<file path="config.mk">
export PLATFORM = sky130hd
export DESIGN_NAME = jtag_byte_command_engine
export DESIGN_NICKNAME = d
export VERILOG_FILES = /design/src/design/jbce_pkg.sv /design/src/design/jbce_phase_gen.sv /design/src/design/jtag_byte_command_engine.sv
export SDC_FILE = /design/constraint.sdc
export NUM_CORES = 1
export LEC_CHECK = 0
export BUFFER_PORTS_ARGS = -buffer_cell sky130_fd_sc_hd__buf_4
export CORE_UTILIZATION = 45
export CTS_BUF_LIST = sky130_fd_sc_hd__clkbuf_8
export DETAILED_ROUTE_END_ITERATION = 8
export PLACE_DENSITY = 0.66
export SLEW_MARGIN = 20
export SYNTH_ARGS = -nofsm -noshare
export SYNTH_HDL_FRONTEND = slang
export SYNTH_SLANG_ARGS = --single-unit
</file>
<file path="constraint.sdc">
create_clock -name clk -period 3 [get_ports clk]
set_input_delay 0.3 -clock clk [delete_from_list [all_inputs] [get_ports clk]]
set_output_delay 0.3 -clock clk [all_outputs]
set_load 0.1 [all_outputs]
</file>
<file path="src/design/jbce_pkg.sv">
// types and constants shared by the jtag byte command engine
// no dependencies; used by jbce_phase_gen and jtag_byte_command_engine
package jbce_pkg;

  localparam int unsigned MAX_SHIFT_BYTES = 63;
  localparam int unsigned PHASE_W         = 4;
  localparam int unsigned LAST_PHASE      = 15;

  localparam int unsigned HDR_BIT = 7;
  localparam int unsigned RD_BIT  = 6;

  typedef logic [5:0]         count_t;
  typedef logic [PHASE_W-1:0] phase_t;

  typedef enum logic [2:0] {
    KIND_BITBANG = 3'b001,
    KIND_HEADER  = 3'b010,
    KIND_DATA    = 3'b100
  } kind_t;

  typedef struct packed {
    logic       tck;
    logic       tms;
    logic       tdi;
    logic [2:0] aux;
  } pins_t;

  typedef struct packed {
    pins_t      pins;
    logic       read_valid;
    logic [7:0] read_byte;
    logic       last;
  } result_t;

  typedef struct packed {
    logic   emit;
    logic   done;
    pins_t  pins_nxt;
    count_t remaining_nxt;
    logic   read_en_nxt;
  } step_t;

endpackage

</file>
<file path="src/design/jbce_phase_gen.sv">
// per-phase decode of one held command byte: pin result and next engine state
// depends on jbce_pkg
module jbce_phase_gen (
  input  logic [7:0]       cmd_byte,
  input  logic [7:0]       tdo_bits,
  input  jbce_pkg::phase_t phase,
  input  jbce_pkg::pins_t  pins,
  input  jbce_pkg::count_t remaining,
  input  logic             read_en,
  output jbce_pkg::result_t res,
  output jbce_pkg::step_t   step
);

  jbce_pkg::kind_t  kind;
  jbce_pkg::count_t hdr_cnt;
  logic [2:0]       bit_idx;
  logic             final_phase;

  always_comb begin
    if (remaining != '0) begin
      kind = jbce_pkg::KIND_DATA;
    end else if (cmd_byte[jbce_pkg::HDR_BIT]) begin
      kind = jbce_pkg::KIND_HEADER;
    end else begin
      kind = jbce_pkg::KIND_BITBANG;
    end
  end

  // count saturates at the configured maximum
  always_comb begin
    if (cmd_byte[5:0] > jbce_pkg::count_t'(jbce_pkg::MAX_SHIFT_BYTES)) begin
      hdr_cnt = jbce_pkg::count_t'(jbce_pkg::MAX_SHIFT_BYTES);
    end else begin
      hdr_cnt = cmd_byte[5:0];
    end
  end

  assign bit_idx     = phase[3:1];
  assign final_phase = (phase == jbce_pkg::phase_t'(jbce_pkg::LAST_PHASE));

  always_comb begin
    res                = '0;
    res.pins           = pins;
    step.emit          = 1'b0;
    step.done          = 1'b1;
    step.pins_nxt      = pins;
    step.remaining_nxt = remaining;
    step.read_en_nxt   = read_en;
    unique case (kind)
      jbce_pkg::KIND_DATA: begin
        // even phase tck low, odd phase tck high
        res.pins.tck       = phase[0];
        res.pins.tdi       = cmd_byte[bit_idx];
        res.read_valid     = final_phase & read_en;
        res.read_byte      = (final_phase & read_en) ? tdo_bits : 8'h00;
        res.last           = final_phase;
        step.emit          = 1'b1;
        step.done          = final_phase;
        step.pins_nxt.tck  = 1'b1;
        step.pins_nxt.tdi  = cmd_byte[7];
        step.remaining_nxt = remaining - 6'd1;
      end
      jbce_pkg::KIND_HEADER: begin
        step.remaining_nxt = hdr_cnt;
        step.read_en_nxt   = cmd_byte[jbce_pkg::RD_BIT];
      end
      jbce_pkg::KIND_BITBANG: begin
        step.pins_nxt.tck = cmd_byte[0];
        step.pins_nxt.tms = cmd_byte[1];
        step.pins_nxt.tdi = cmd_byte[4];
        step.pins_nxt.aux = {cmd_byte[5], cmd_byte[3], cmd_byte[2]};
        res.pins          = step.pins_nxt;
        res.read_valid    = cmd_byte[jbce_pkg::RD_BIT];
        res.read_byte     = cmd_byte[jbce_pkg::RD_BIT] ? {7'b0, tdo_bits[0]} : 8'h00;
        res.last          = 1'b1;
        step.emit         = 1'b1;
      end
      default: begin
        step.done = 1'b1;
      end
    endcase
  end

endmodule

</file>
<file path="src/design/jtag_byte_command_engine.sv">
// top level of the jtag byte command engine: input holding register, phase
// counter, pin state and result register; depends on jbce_pkg, jbce_phase_gen
//
// Each host byte is taken into a holding register and turned into pin phases,
// one result transfer per cycle, when not stalled, into a result register. A
// bit-bang byte (bit 7 clear, not inside a shift) gives one result with the
// new pin levels and, when bit 6 is set, TDO bit 0 as the read byte. A header
// byte (bit 7 set) gives no result and loads the shift count (bits 0..5,
// saturated) and the read flag (bit 6). While the count is nonzero every
// byte is shift data: sixteen results, TCK low then high for bits 0 to 7 LSB
// first, the last one carrying the captured TDO byte when the read flag is
// set; the phases of a shift byte are paced by the four-bit phase
// counter. A new byte is taken in the same cycle the previous one finishes.
// While out_stall holds a result in the result register no further phase is
// produced, so a byte that needs a result slot waits and in_stall stays high;
// only a header can still complete. Every result has last set on the final
// phase of its byte.
module jtag_byte_command_engine (
  input  logic       clk,
  input  logic       rst_n,
  input  logic       in_valid,
  output logic       in_stall,
  input  logic [7:0] in_cmd_byte,
  input  logic [7:0] in_tdo_bits,
  output logic       out_valid,
  input  logic       out_stall,
  output logic       out_tck,
  output logic       out_tms,
  output logic       out_tdi,
  output logic [2:0] out_aux_pins,
  output logic       out_read_valid,
  output logic [7:0] out_read_byte,
  output logic       out_last
);

  // holding register for the byte in progress
  logic              hold_v_r;
  logic [7:0]        cmd_r;
  logic [7:0]        tdo_r;
  jbce_pkg::phase_t  phase_r;

  // engine state
  jbce_pkg::pins_t   pins_r;
  jbce_pkg::count_t  remaining_r;
  logic              read_en_r;

  // result register
  logic              out_valid_r;
  jbce_pkg::result_t res_r;

  jbce_pkg::result_t res;
  jbce_pkg::step_t   step;

  logic adv;      // result register can take a new value
  logic fire;     // current phase completes this cycle
  logic consume;  // held byte is finished
  logic take;     // input transfer

  jbce_phase_gen u_phase_gen (
    .cmd_byte  (cmd_r),
    .tdo_bits  (tdo_r),
    .phase     (phase_r),
    .pins      (pins_r),
    .remaining (remaining_r),
    .read_en   (read_en_r),
    .res       (res),
    .step      (step)
  );

  assign adv     = !out_valid_r || !out_stall;
  // a header needs no result slot, every other phase needs one
  assign fire    = hold_v_r && (!step.emit || adv);
  assign consume = fire && step.done;
  assign in_stall = hold_v_r && !consume;
  assign take    = in_valid && !in_stall;

  always_ff @(posedge clk) begin
    if (!rst_n) begin
      hold_v_r <= 1'b0;
    end else if (take) begin
      hold_v_r <= 1'b1;
    end else if (consume) begin
      hold_v_r <= 1'b0;
    end
  end

  always_ff @(posedge clk) begin
    if (take) begin
      cmd_r <= in_cmd_byte;
      tdo_r <= in_tdo_bits;
    end
  end

  // phase counter steps through the sixteen shift phases
  always_ff @(posedge clk) begin
    if (!rst_n) begin
      phase_r <= '0;
    end else if (consume) begin
      phase_r <= '0;
    end else if (fire) begin
      phase_r <= phase_r + jbce_pkg::phase_t'(1);
    end
  end

  // state commits once the whole byte is done
  always_ff @(posedge clk) begin
    if (!rst_n) begin
      pins_r      <= '0;
      remaining_r <= '0;
      read_en_r   <= 1'b0;
    end else if (consume) begin
      pins_r      <= step.pins_nxt;
      remaining_r <= step.remaining_nxt;
      read_en_r   <= step.read_en_nxt;
    end
  end

  always_ff @(posedge clk) begin
    if (!rst_n) begin
      out_valid_r <= 1'b0;
    end else if (adv) begin
      out_valid_r <= fire && step.emit;
    end
  end

  always_ff @(posedge clk) begin
    if (adv && fire && step.emit) begin
      res_r <= res;
    end
  end

  assign out_valid      = out_valid_r;
  assign out_tck        = res_r.pins.tck;
  assign out_tms        = res_r.pins.tms;
  assign out_tdi        = res_r.pins.tdi;
  assign out_aux_pins   = res_r.pins.aux;
  assign out_read_valid = res_r.read_valid;
  assign out_read_byte  = res_r.read_byte;
  assign out_last       = res_r.last;

endmodule
</file>
==> run summary, run 1 <==
Number of instances in the placed design -> 293
Syn nets -> 215
Row cnt -> 25
Post-layout util -> 56.9%
# fillers -> 450
Clk sinks -> 51
Most common cell after layout, fill and taps aside -> buf_4
Measured slew at the worst slew-check pin -> 558 ps
Final Slew Violations -> 0
Pwr Density -> 719 nW/um^2
Routability cong. -> 0.938
Hold path endpoint -> cmd_r[4]
Clk root buf -> clkbuf_8
RSZ-0062 raised after global routing -> false
# hold bufs at CTS -> 0
Number of max-cap violations -> 0
Total number of vias -> 1691
R2R Path End -> cmd_r[6]
Mean Syn Cell Area -> 11.7 sq um
Peak VDD IR -> 0.412 mV
Initial core utilization -> 47.3%
First-pass GRT wire length -> 7500 microns
Drt first pass iters -> 4
Run status -> finished clean
CTS tree -> done
Num CTS Buffers -> 5
Setup Skew -> 5.85 ps
Final WL -> 4640 microns
Total power after layout -> 1.95 mW
Tot GR Track Use -> 19.4%
Clock Path Buffers -> 2
Reg2Reg Depth -> 7
Gates resized, CTS repair -> 0
Initial antenna violation count -> 0
Area growth syn-to-layout -> 20.4%
Port bufs -> 37
Endpoints failing hold -> 0
Leak -> 1.06 nW
Crit Path Max Fanout -> 11
CP Capture Type -> output pin
Setup TNS -> 0 ps
Die area -> 5280 sq um
Core footprint -> 4750 sq um
CP Class -> flip-flop to output pin
Layout cells sized above 1 -> 26.1%
WP data arrival -> 2230 ps
Maximum clock rate -> 395 MHz
Min cycle time layout -> 2530 ps
Drt wl/cell -> 15.4 microns
Post-Syn Area -> 2250 sq um
# setup viols final -> 0
Die Y -> 72.7 microns
R2R setup slack -> 680 ps
Hold Crit Class -> input port to flip-flop
IO Count -> 38
Global route overflow -> 0
Die Span X -> 72.7 microns
Hold path depth -> 1
Final nets -> 256
ANT nets after route -> 0
Worst reg2reg startpoint -> remaining_r[0]
# Post-CTS Setup Buffers -> 0
Clk Latency, worst-skew pair -> 300 ps
CTS H-tree depth -> 2
Syn Inst Count -> 192
# diodes -> 0
Synth cell types -> 42
WP data required -> 2700 ps
Vias per cell -> 5.62
Drt drc -> 0
1st-iter DRT viols -> 158
Worst hold start -> in_cmd_byte[4]
Startpoint types -> flip-flop
Post-route clock period utilization -> 84.3%
Seq/Total Area, Yosys -> 59.7%
Clock Pin Slew Worst Setup and Hold Paths -> 90 ps
Max-Slew Margin vs Limit -> 62.3%
Final std cells w/o fill -> 301
Dpl hpwl -> 3250 microns
Number of global-route vias before repair -> 1539
Most frequent cells in the layout -> 42 x buf_4, 32 x edfxtp_1, 19 x dfxtp_1
Synth warn -> 0
Largest net degree at the start of global routing -> 17
#FFs+latches synth -> 51
-- critical path, cell delays in order, from the launching register on --
cell and delay [ps]:
dfxtp_1 340, inv_1 100, ha_1 360, nor4bb_1 510, a21oi_1 140, o21a_2 230
buf_4 230
-- power by group --
| group | internal (mW) | leakage, nW | switching, mW |
|---|---|---|---|
| logic | 0.204 | 0.558 | 0.469 |
| clock network | 0.163 | 0.0418 | 0.221 |
| registers | 0.839 | 0.460 | 0.0503 |
| total | 1.21 | 1.06 | 0.741 |
-- metal layers --
metal	up-vias	wire length, microns	share of wire [%]	GRT usage, %
met5	-	0	0	0
met4	0	104	2.2	10.0
met3	9	334	7.2	3.87
met2	71	2140	46	27.8
met1	798	2070	44	27.7
li1	813	-	-	-
-- flip-flops by register name, indices dropped and copies added, names as in the netlist, 3 cells and up --
signal         count
pins_r             6
cmd_r              8
out_read_byte      8
out_aux_pins       3
remaining_r        6
tdo_r              8
phase_r            4
-- synth_stat cells, drive strengths merged --
master   instances  area [sq um]
or2              1          6.26
inv              6          22.5
a22oi            2          15.0
ha               3          37.5
nand2           16          60.1
nand2b           2          12.5
a21boi           1          7.51
nand4b           1          8.76
mux4             2          45.0
a21oi           15          75.1
mux2i            5          50.1
o32ai            4          35.0
a21o             1          7.51
a21bo            1          10.0
buf              3          15.0
and2             8          50.1
o211a            1          10.0
nor3             5          30.0
a32o             1          10.0
o211ai           2          15.0
clkbuf           5          18.8
mux2             4          45.0
nor4             1          12.5
a2bb2oi          2          17.5
nor2b            2          12.5
o21ai            5          25.0
o22ai            2          12.5
edfxtp          32           961
o21a             2          15.0
nand3           11          55.1
a31oi            2          12.5
a221oi           1          8.76
a211oi           4          30.0
or4              2          15.0
nor2             7          26.3
or3              1          6.26
dfxtp           19           380
o31ai            1          7.51
nor4bb           2          20.0
and3             2          12.5
nand4            5          31.3
-- kinds of logic after synthesis --
logic type / after synthesis / synth area share, %
AO/OA/AOI/OAI: 47 / 14.0
flip-flops: 51 / 59.7
buffers and inverters: 14 / 2.50
adder cells (fa/ha/maj): 3 / 1.67
multiplexers: 11 / 6.23
AND/OR/NAND/NOR: 66 / 16.0
-- worst max-delay path by stage --
stage	start	to	slack, ps	depth (start not counted)
3_3_place_gp	remaining_r[0]	tdo_r[4]	740	7
4_1_cts	remaining_r[0]	in_stall	490	6
2_1_floorplan	remaining_r[0]	cmd_r[0]	310	7
3_5_place_dp	remaining_r[0]	tdo_r[6]	720	7
6_report	remaining_r[0]	in_stall	470	6
5_1_grt	remaining_r[0]	in_stall	300	6
-- layout make-up --
cell class / count / area (sq um) / area share [%]
tap: 67 / 83.8 / 3.10
clock buffer: 5 / 68.8 / 2.54
clock inverter: 3 / 20.0 / 0.740
timing repair buffer: 42 / 315 / 11.7
sequential: 51 / 1340 / 49.6
multi-input combinational: 127 / 855 / 31.6
inverter: 6 / 22.5 / 0.832
-- through the flow --
step	hold WS [ps]	setup slack, ps	cell area (sq um)
final	167	470	2710
after global routing	149	302	2710
after global placement	440	743	2620
after detailed placement	445	715	2620
after floorplan	399	312	2250
after CTS	161	485	2710
Note: power is estimated with default switching activity, not from simulation.
==> run 2: changes to the inputs <==
PLACE_DENSITY = 0.69   (was 0.66)
clock period = 2.3 ns   (was 3 ns; I/O delays follow)
==> run summary, run 2 (synthesis results as in run 1) <==
Run status -> finished clean
Min cycle time layout -> 2150 ps
CP Class -> flip-flop to output pin
Setup Skew -> 5.60 ps (-0.259 ps)
Total power after layout -> 2.72 mW (+40%)
Most common cell after layout, fill and taps aside -> buf_4
Tot GR Track Use -> 19.2% (-0.13 points)
Setup TNS -> 0 ps (unchanged)
# setup viols final -> 0 (unchanged)
Clk sinks -> 51 (unchanged)
CP Capture Type -> output pin
Drt wl/cell -> 15.5 microns (+0.44%)
Post-route cell area -> 2810 sq um (+3.9%)
Initial core utilization -> 47.3% (unchanged)
WP data required -> 2070 ps (-630 ps)
Dpl hpwl -> 3380 microns (+4.2%)
CTS tree -> done
Maximum clock rate -> 466 MHz
Place WS -> 245 ps (-471 ps)
Max-Slew Margin vs Limit -> 61.7% (-0.54 points)
Crit Path Max Fanout -> 11 (unchanged)
Core footprint -> 4750 sq um (unchanged)
First-pass GRT wire length -> 7670 microns (+2.3%)
Peak VDD IR -> 0.540 mV (+31%)
Number of max-cap violations -> 0 (unchanged)
Hold Crit Class -> input port to flip-flop
Vias per cell -> 5.49 (-2.2%)
1st-iter DRT viols -> 149 (-5.7%)
WP data arrival -> 1920 ps (-310 ps)
Global route overflow -> 0 (unchanged)
Layout cells sized above 1 -> 29.1% (+3.0 points)
CTS H-tree depth -> 2 (unchanged)
Die Y -> 72.7 microns (unchanged)
Final Slew Violations -> 0 (unchanged)
Die area -> 5280 sq um (unchanged)
Initial antenna violation count -> 0 (unchanged)
Clock Path Buffers -> 2 (unchanged)
Routability cong. -> 0.882 (-5.9%)
R2R setup slack -> 240 ps (-440 ps)
Measured slew at the worst slew-check pin -> 571 ps (+13.3 ps)
Port bufs -> 37 (unchanged)
Clk root buf -> clkbuf_8
Endpoints failing hold -> 0 (unchanged)
Clock Pin Slew Worst Setup and Hold Paths -> 90 ps (about the same)
Pwr Density -> 967 nW/um^2 (+34%)
Number of instances in the placed design -> 296 (+1.0%)
Post-place instance area -> 2680 sq um (+2.4%)
Drt first pass iters -> 4 (unchanged)
# hold bufs at CTS -> 0 (unchanged)
Most frequent cells in the layout -> 44 x buf_4, 32 x edfxtp_1, 18 x dfxtp_1
Final nets -> 259 (+1.2%)
# diodes -> 0 (unchanged)
IO Count -> 38 (unchanged)
ANT nets after route -> 0 (unchanged)
CP peak stage delay -> 340 ps (-170 ps)
Startpoint types -> flip-flop
WP buf/inv -> 2 (unchanged)
Largest net degree at the start of global routing -> 18 (+1)
Post-route clock period utilization -> 93.3%
Worst path slowest cell -> dfxtp_1
RSZ-0062 raised after global routing -> false
Delay-heaviest family, CP -> buffers and inverters
Number of global-route vias before repair -> 1596 (+3.7%)
Total number of vias -> 1670 (-1.2%)
Clk Latency, worst-skew pair -> 300 ps (about the same)
Setup ws final -> 153 ps (-316 ps)
Crit path cell chain -> inv_1, ha_4, nor4bb_4, a21oi_1, o21a_4, buf_4
Num CTS Buffers -> 5 (unchanged)
Die Span X -> 72.7 microns (unchanged)
Final WL -> 4710 microns (+1.4%)
Area growth syn-to-layout -> 25.0%
Row cnt -> 25 (unchanged)
Drt drc -> 0 (unchanged)
Final std cells w/o fill -> 304 (+1.0%)
# Post-CTS Setup Buffers -> 0 (unchanged)
Leak -> 1.11 nW (+4.3%)
run 2: per-layer routing:
metal  routed length (microns)  GRT usage [%]  part of all wire (%)  up-vias
li1                          -              -                     -      821
met1                      2240           25.9                    47      804
met2                      2260           31.3                    48       41
met3                       173           4.28                   3.7        4
met4                        37           5.45                  0.79        0
met5                         0              0                     0        -
run 2: layout make-up:
| type | instances | area, sq um |
|---|---|---|
| Fill cell | 424 | 1940 |
| Sequential cell | 51 | 1340 |
| Multi-Input combinational cell | 127 | 897 |
| Timing Repair Buffer | 45 | 350 |
| Tap cell | 67 | 83.8 |
| Clock buffer | 5 | 68.8 |
| Clock inverter | 3 | 46.3 |
| Inverter | 6 | 22.5 |
run 2: metrics by stage:
step                hold WS (ps)  util (%)
floorplan                    329         -
global placement             409      56.4
detailed placement           409      56.4
CTS                         93.1      58.8
global route                77.5      59.1
finish                       101      59.1
run 2: timing repair:
action	4_1_cts	5_1_grt
endpoints found under the setup margin	0	1
resized for setup	0	3
endpoints found under the hold margin	0	0
run 2: where the power goes:
group          leakage, nW  switching, mW  internal, mW
logic                0.590          0.632         0.301
registers            0.461         0.0621          1.10
clock network       0.0548          0.301         0.328
run 2: final timing paths:
check	start	endpoint	cells after the start
setup / recovery	remaining_r[0]	in_stall	6
hold / removal	in_tdo_bits[4]	tdo_r[4]	1
setup reg to reg	remaining_r[2]	out_read_byte[0]	4
hold reg to reg	pins_r[4]	pins_r[4]	2
run 2: worst register-to-register path, cell delays in order (launching register included):
cell and delay, ps:
dfxtp_1 370, or4_1 660, nor3_2 430, nor2_1 150, buf_4 220
==> run 3: changes to the inputs <==
PLACE_DENSITY = 0.77   (was 0.69)
==> run summary, run 3 (synthesis results as in run 1) <==
Core footprint -> 4750 sq um (unchanged)
Row cnt -> 25 (unchanged)
Drt first pass iters -> 4 (unchanged)
# Post-CTS Setup Buffers -> 0 (unchanged)
Tot GR Track Use -> 19.4% (+0.17 points)
Global route overflow -> 0 (unchanged)
Largest net degree at the start of global routing -> 17 (-1)
# hold bufs at CTS -> 0 (unchanged)
Measured slew at the worst slew-check pin -> 536 ps (-35.4 ps)
Endpoints failing hold -> 0 (unchanged)
Drt wl/cell -> 15.5 microns (-0.22%)
Maximum clock rate -> 455 MHz (-2.3%)
CTS H-tree depth -> 2 (unchanged)
Hold Crit Class -> input port to flip-flop
# diodes -> 0 (unchanged)
Clk sinks -> 51 (unchanged)
Clock Pin Slew Worst Setup and Hold Paths -> 90 ps (about the same)
ANT nets after route -> 0 (unchanged)
Dpl hpwl -> 3420 microns (+1.2%)
Final nets -> 262 (+1.2%)
Startpoint types -> flip-flop
Most frequent cells in the layout -> 47 x buf_4, 32 x edfxtp_1, 18 x dfxtp_1
Clk root buf -> clkbuf_8
WP data required -> 2070 ps (about the same)
Crit Path Max Fanout -> 4 (-7)
Num CTS Buffers -> 5 (unchanged)
Die Y -> 72.7 microns (unchanged)
CP Capture Type -> output pin
Port bufs -> 37 (unchanged)
Vias per cell -> 5.54 (+0.92%)
Run status -> finished clean
Pwr Density -> 934 nW/um^2 (-3.4%)
Peak VDD IR -> 0.518 mV (-3.9%)
Most common cell after layout, fill and taps aside -> buf_4
Final Slew Violations -> 0 (unchanged)
CP Class -> flip-flop to output pin
Area growth syn-to-layout -> 24.3%
RSZ-0062 raised after global routing -> false
Setup Skew -> 5.56 ps (-0.0310 ps)
Post-layout util -> 58.8% (-0.34 points)
Drt drc -> 0 (unchanged)
Number of global-route vias before repair -> 1640 (+2.8%)
Routability cong. -> 0.972 (+10%)
Clock Path Buffers -> 2 (unchanged)
# setup viols final -> 0 (unchanged)
Clk Latency, worst-skew pair -> 300 ps (about the same)
Post-route clock period utilization -> 95.5% (+2.2 points)
Final WL -> 4750 microns (+0.76%)
First-pass GRT wire length -> 7670 microns (about the same)
Setup TNS -> 0 ps (unchanged)
Hold Slack -> 93.3 ps (-7.71 ps)
Min cycle time layout -> 2200 ps (+50.4 ps)
WP data arrival -> 1970 ps (+50 ps)
Number of max-cap violations -> 0 (unchanged)
Place WS -> 259 ps (+14.0 ps)
IO Count -> 38 (unchanged)
Die area -> 5280 sq um (unchanged)
CTS tree -> done
Die Span X -> 72.7 microns (unchanged)
Leak -> 1.11 nW (about the same)
Setup ws final -> 103 ps (-50.4 ps)
# fillers -> 410 (-3.3%)
Initial core utilization -> 47.3% (unchanged)
Gates resized, CTS repair -> 0 (unchanged)
Total number of vias -> 1702 (+1.9%)
Max-Slew Margin vs Limit -> 64.1% (+2.4 points)
Initial antenna violation count -> 0 (unchanged)
1st-iter DRT viols -> 118 (-21%)
Layout cells sized above 1 -> 29.2% (+0.053 points)
[run 3: cell count changes in the layout (fill, tap and decap cells not counted), sizes merged]
cell,change
clkinv,+2
inv,-1
bufinv,-1
buf,+3
[run 3: path summary, 6_finish.rpt]
kind,end,slack (ps),startpoint,cells after the start
setup / recovery,in_stall,100,remaining_r[0],6
hold / removal,cmd_r[0],90,in_cmd_byte[0],1
hold reg to reg,pins_r[2],460,pins_r[2],2
setup reg to reg,remaining_r[1],250,remaining_r[4],4
[run 3: worst max-delay path: stages (launching register included)]
cell and delay [ps]:
dfxtp_1 350, inv_1 120, ha_1 240, nor4bb_4 340, a21oi_1 140, o21a_4 240, buf_4 230
[run 3: metal layers]
layer  global-route usage (%)  part of all wire (%)
met4                     10.2                   2.7
met3                     4.42                   5.2
met2                     30.5                    49
met5                        0                     0
met1                     25.0                    43
[run 3: layout make-up]
cell class	count	area [sq um]	area share, %
inverters	6	22.5	0.806
clock buffers	5	68.8	2.46
clock inverters	3	20.0	0.716
well taps	67	83.8	3.00
flip-flops and latches	51	1340	48.0
repair buffers	48	373	13.3
multi-input cells	127	885	31.6
[run 3: power breakdown]
part	internal [mW]	leakage (nW)	switching [mW]	total, mW
combinational	0.311	0.603	0.640	0.951
clock	0.212	0.0418	0.291	0.503
sequential	1.10	0.461	0.0607	1.16
[run 3: metrics by stage]
| step | area (sq um) | instances | total power, mW |
|---|---|---|---|
| after floorplan | 2280 | 192 | 1.86 |
| after global placement | 2700 | 299 | 2.10 |
| after detailed placement | 2700 | 299 | 2.11 |
| after CTS | 2790 | 307 | 2.61 |
| after global routing | 2800 | 307 | 2.72 |
| final | 2800 | 307 | 2.61 |
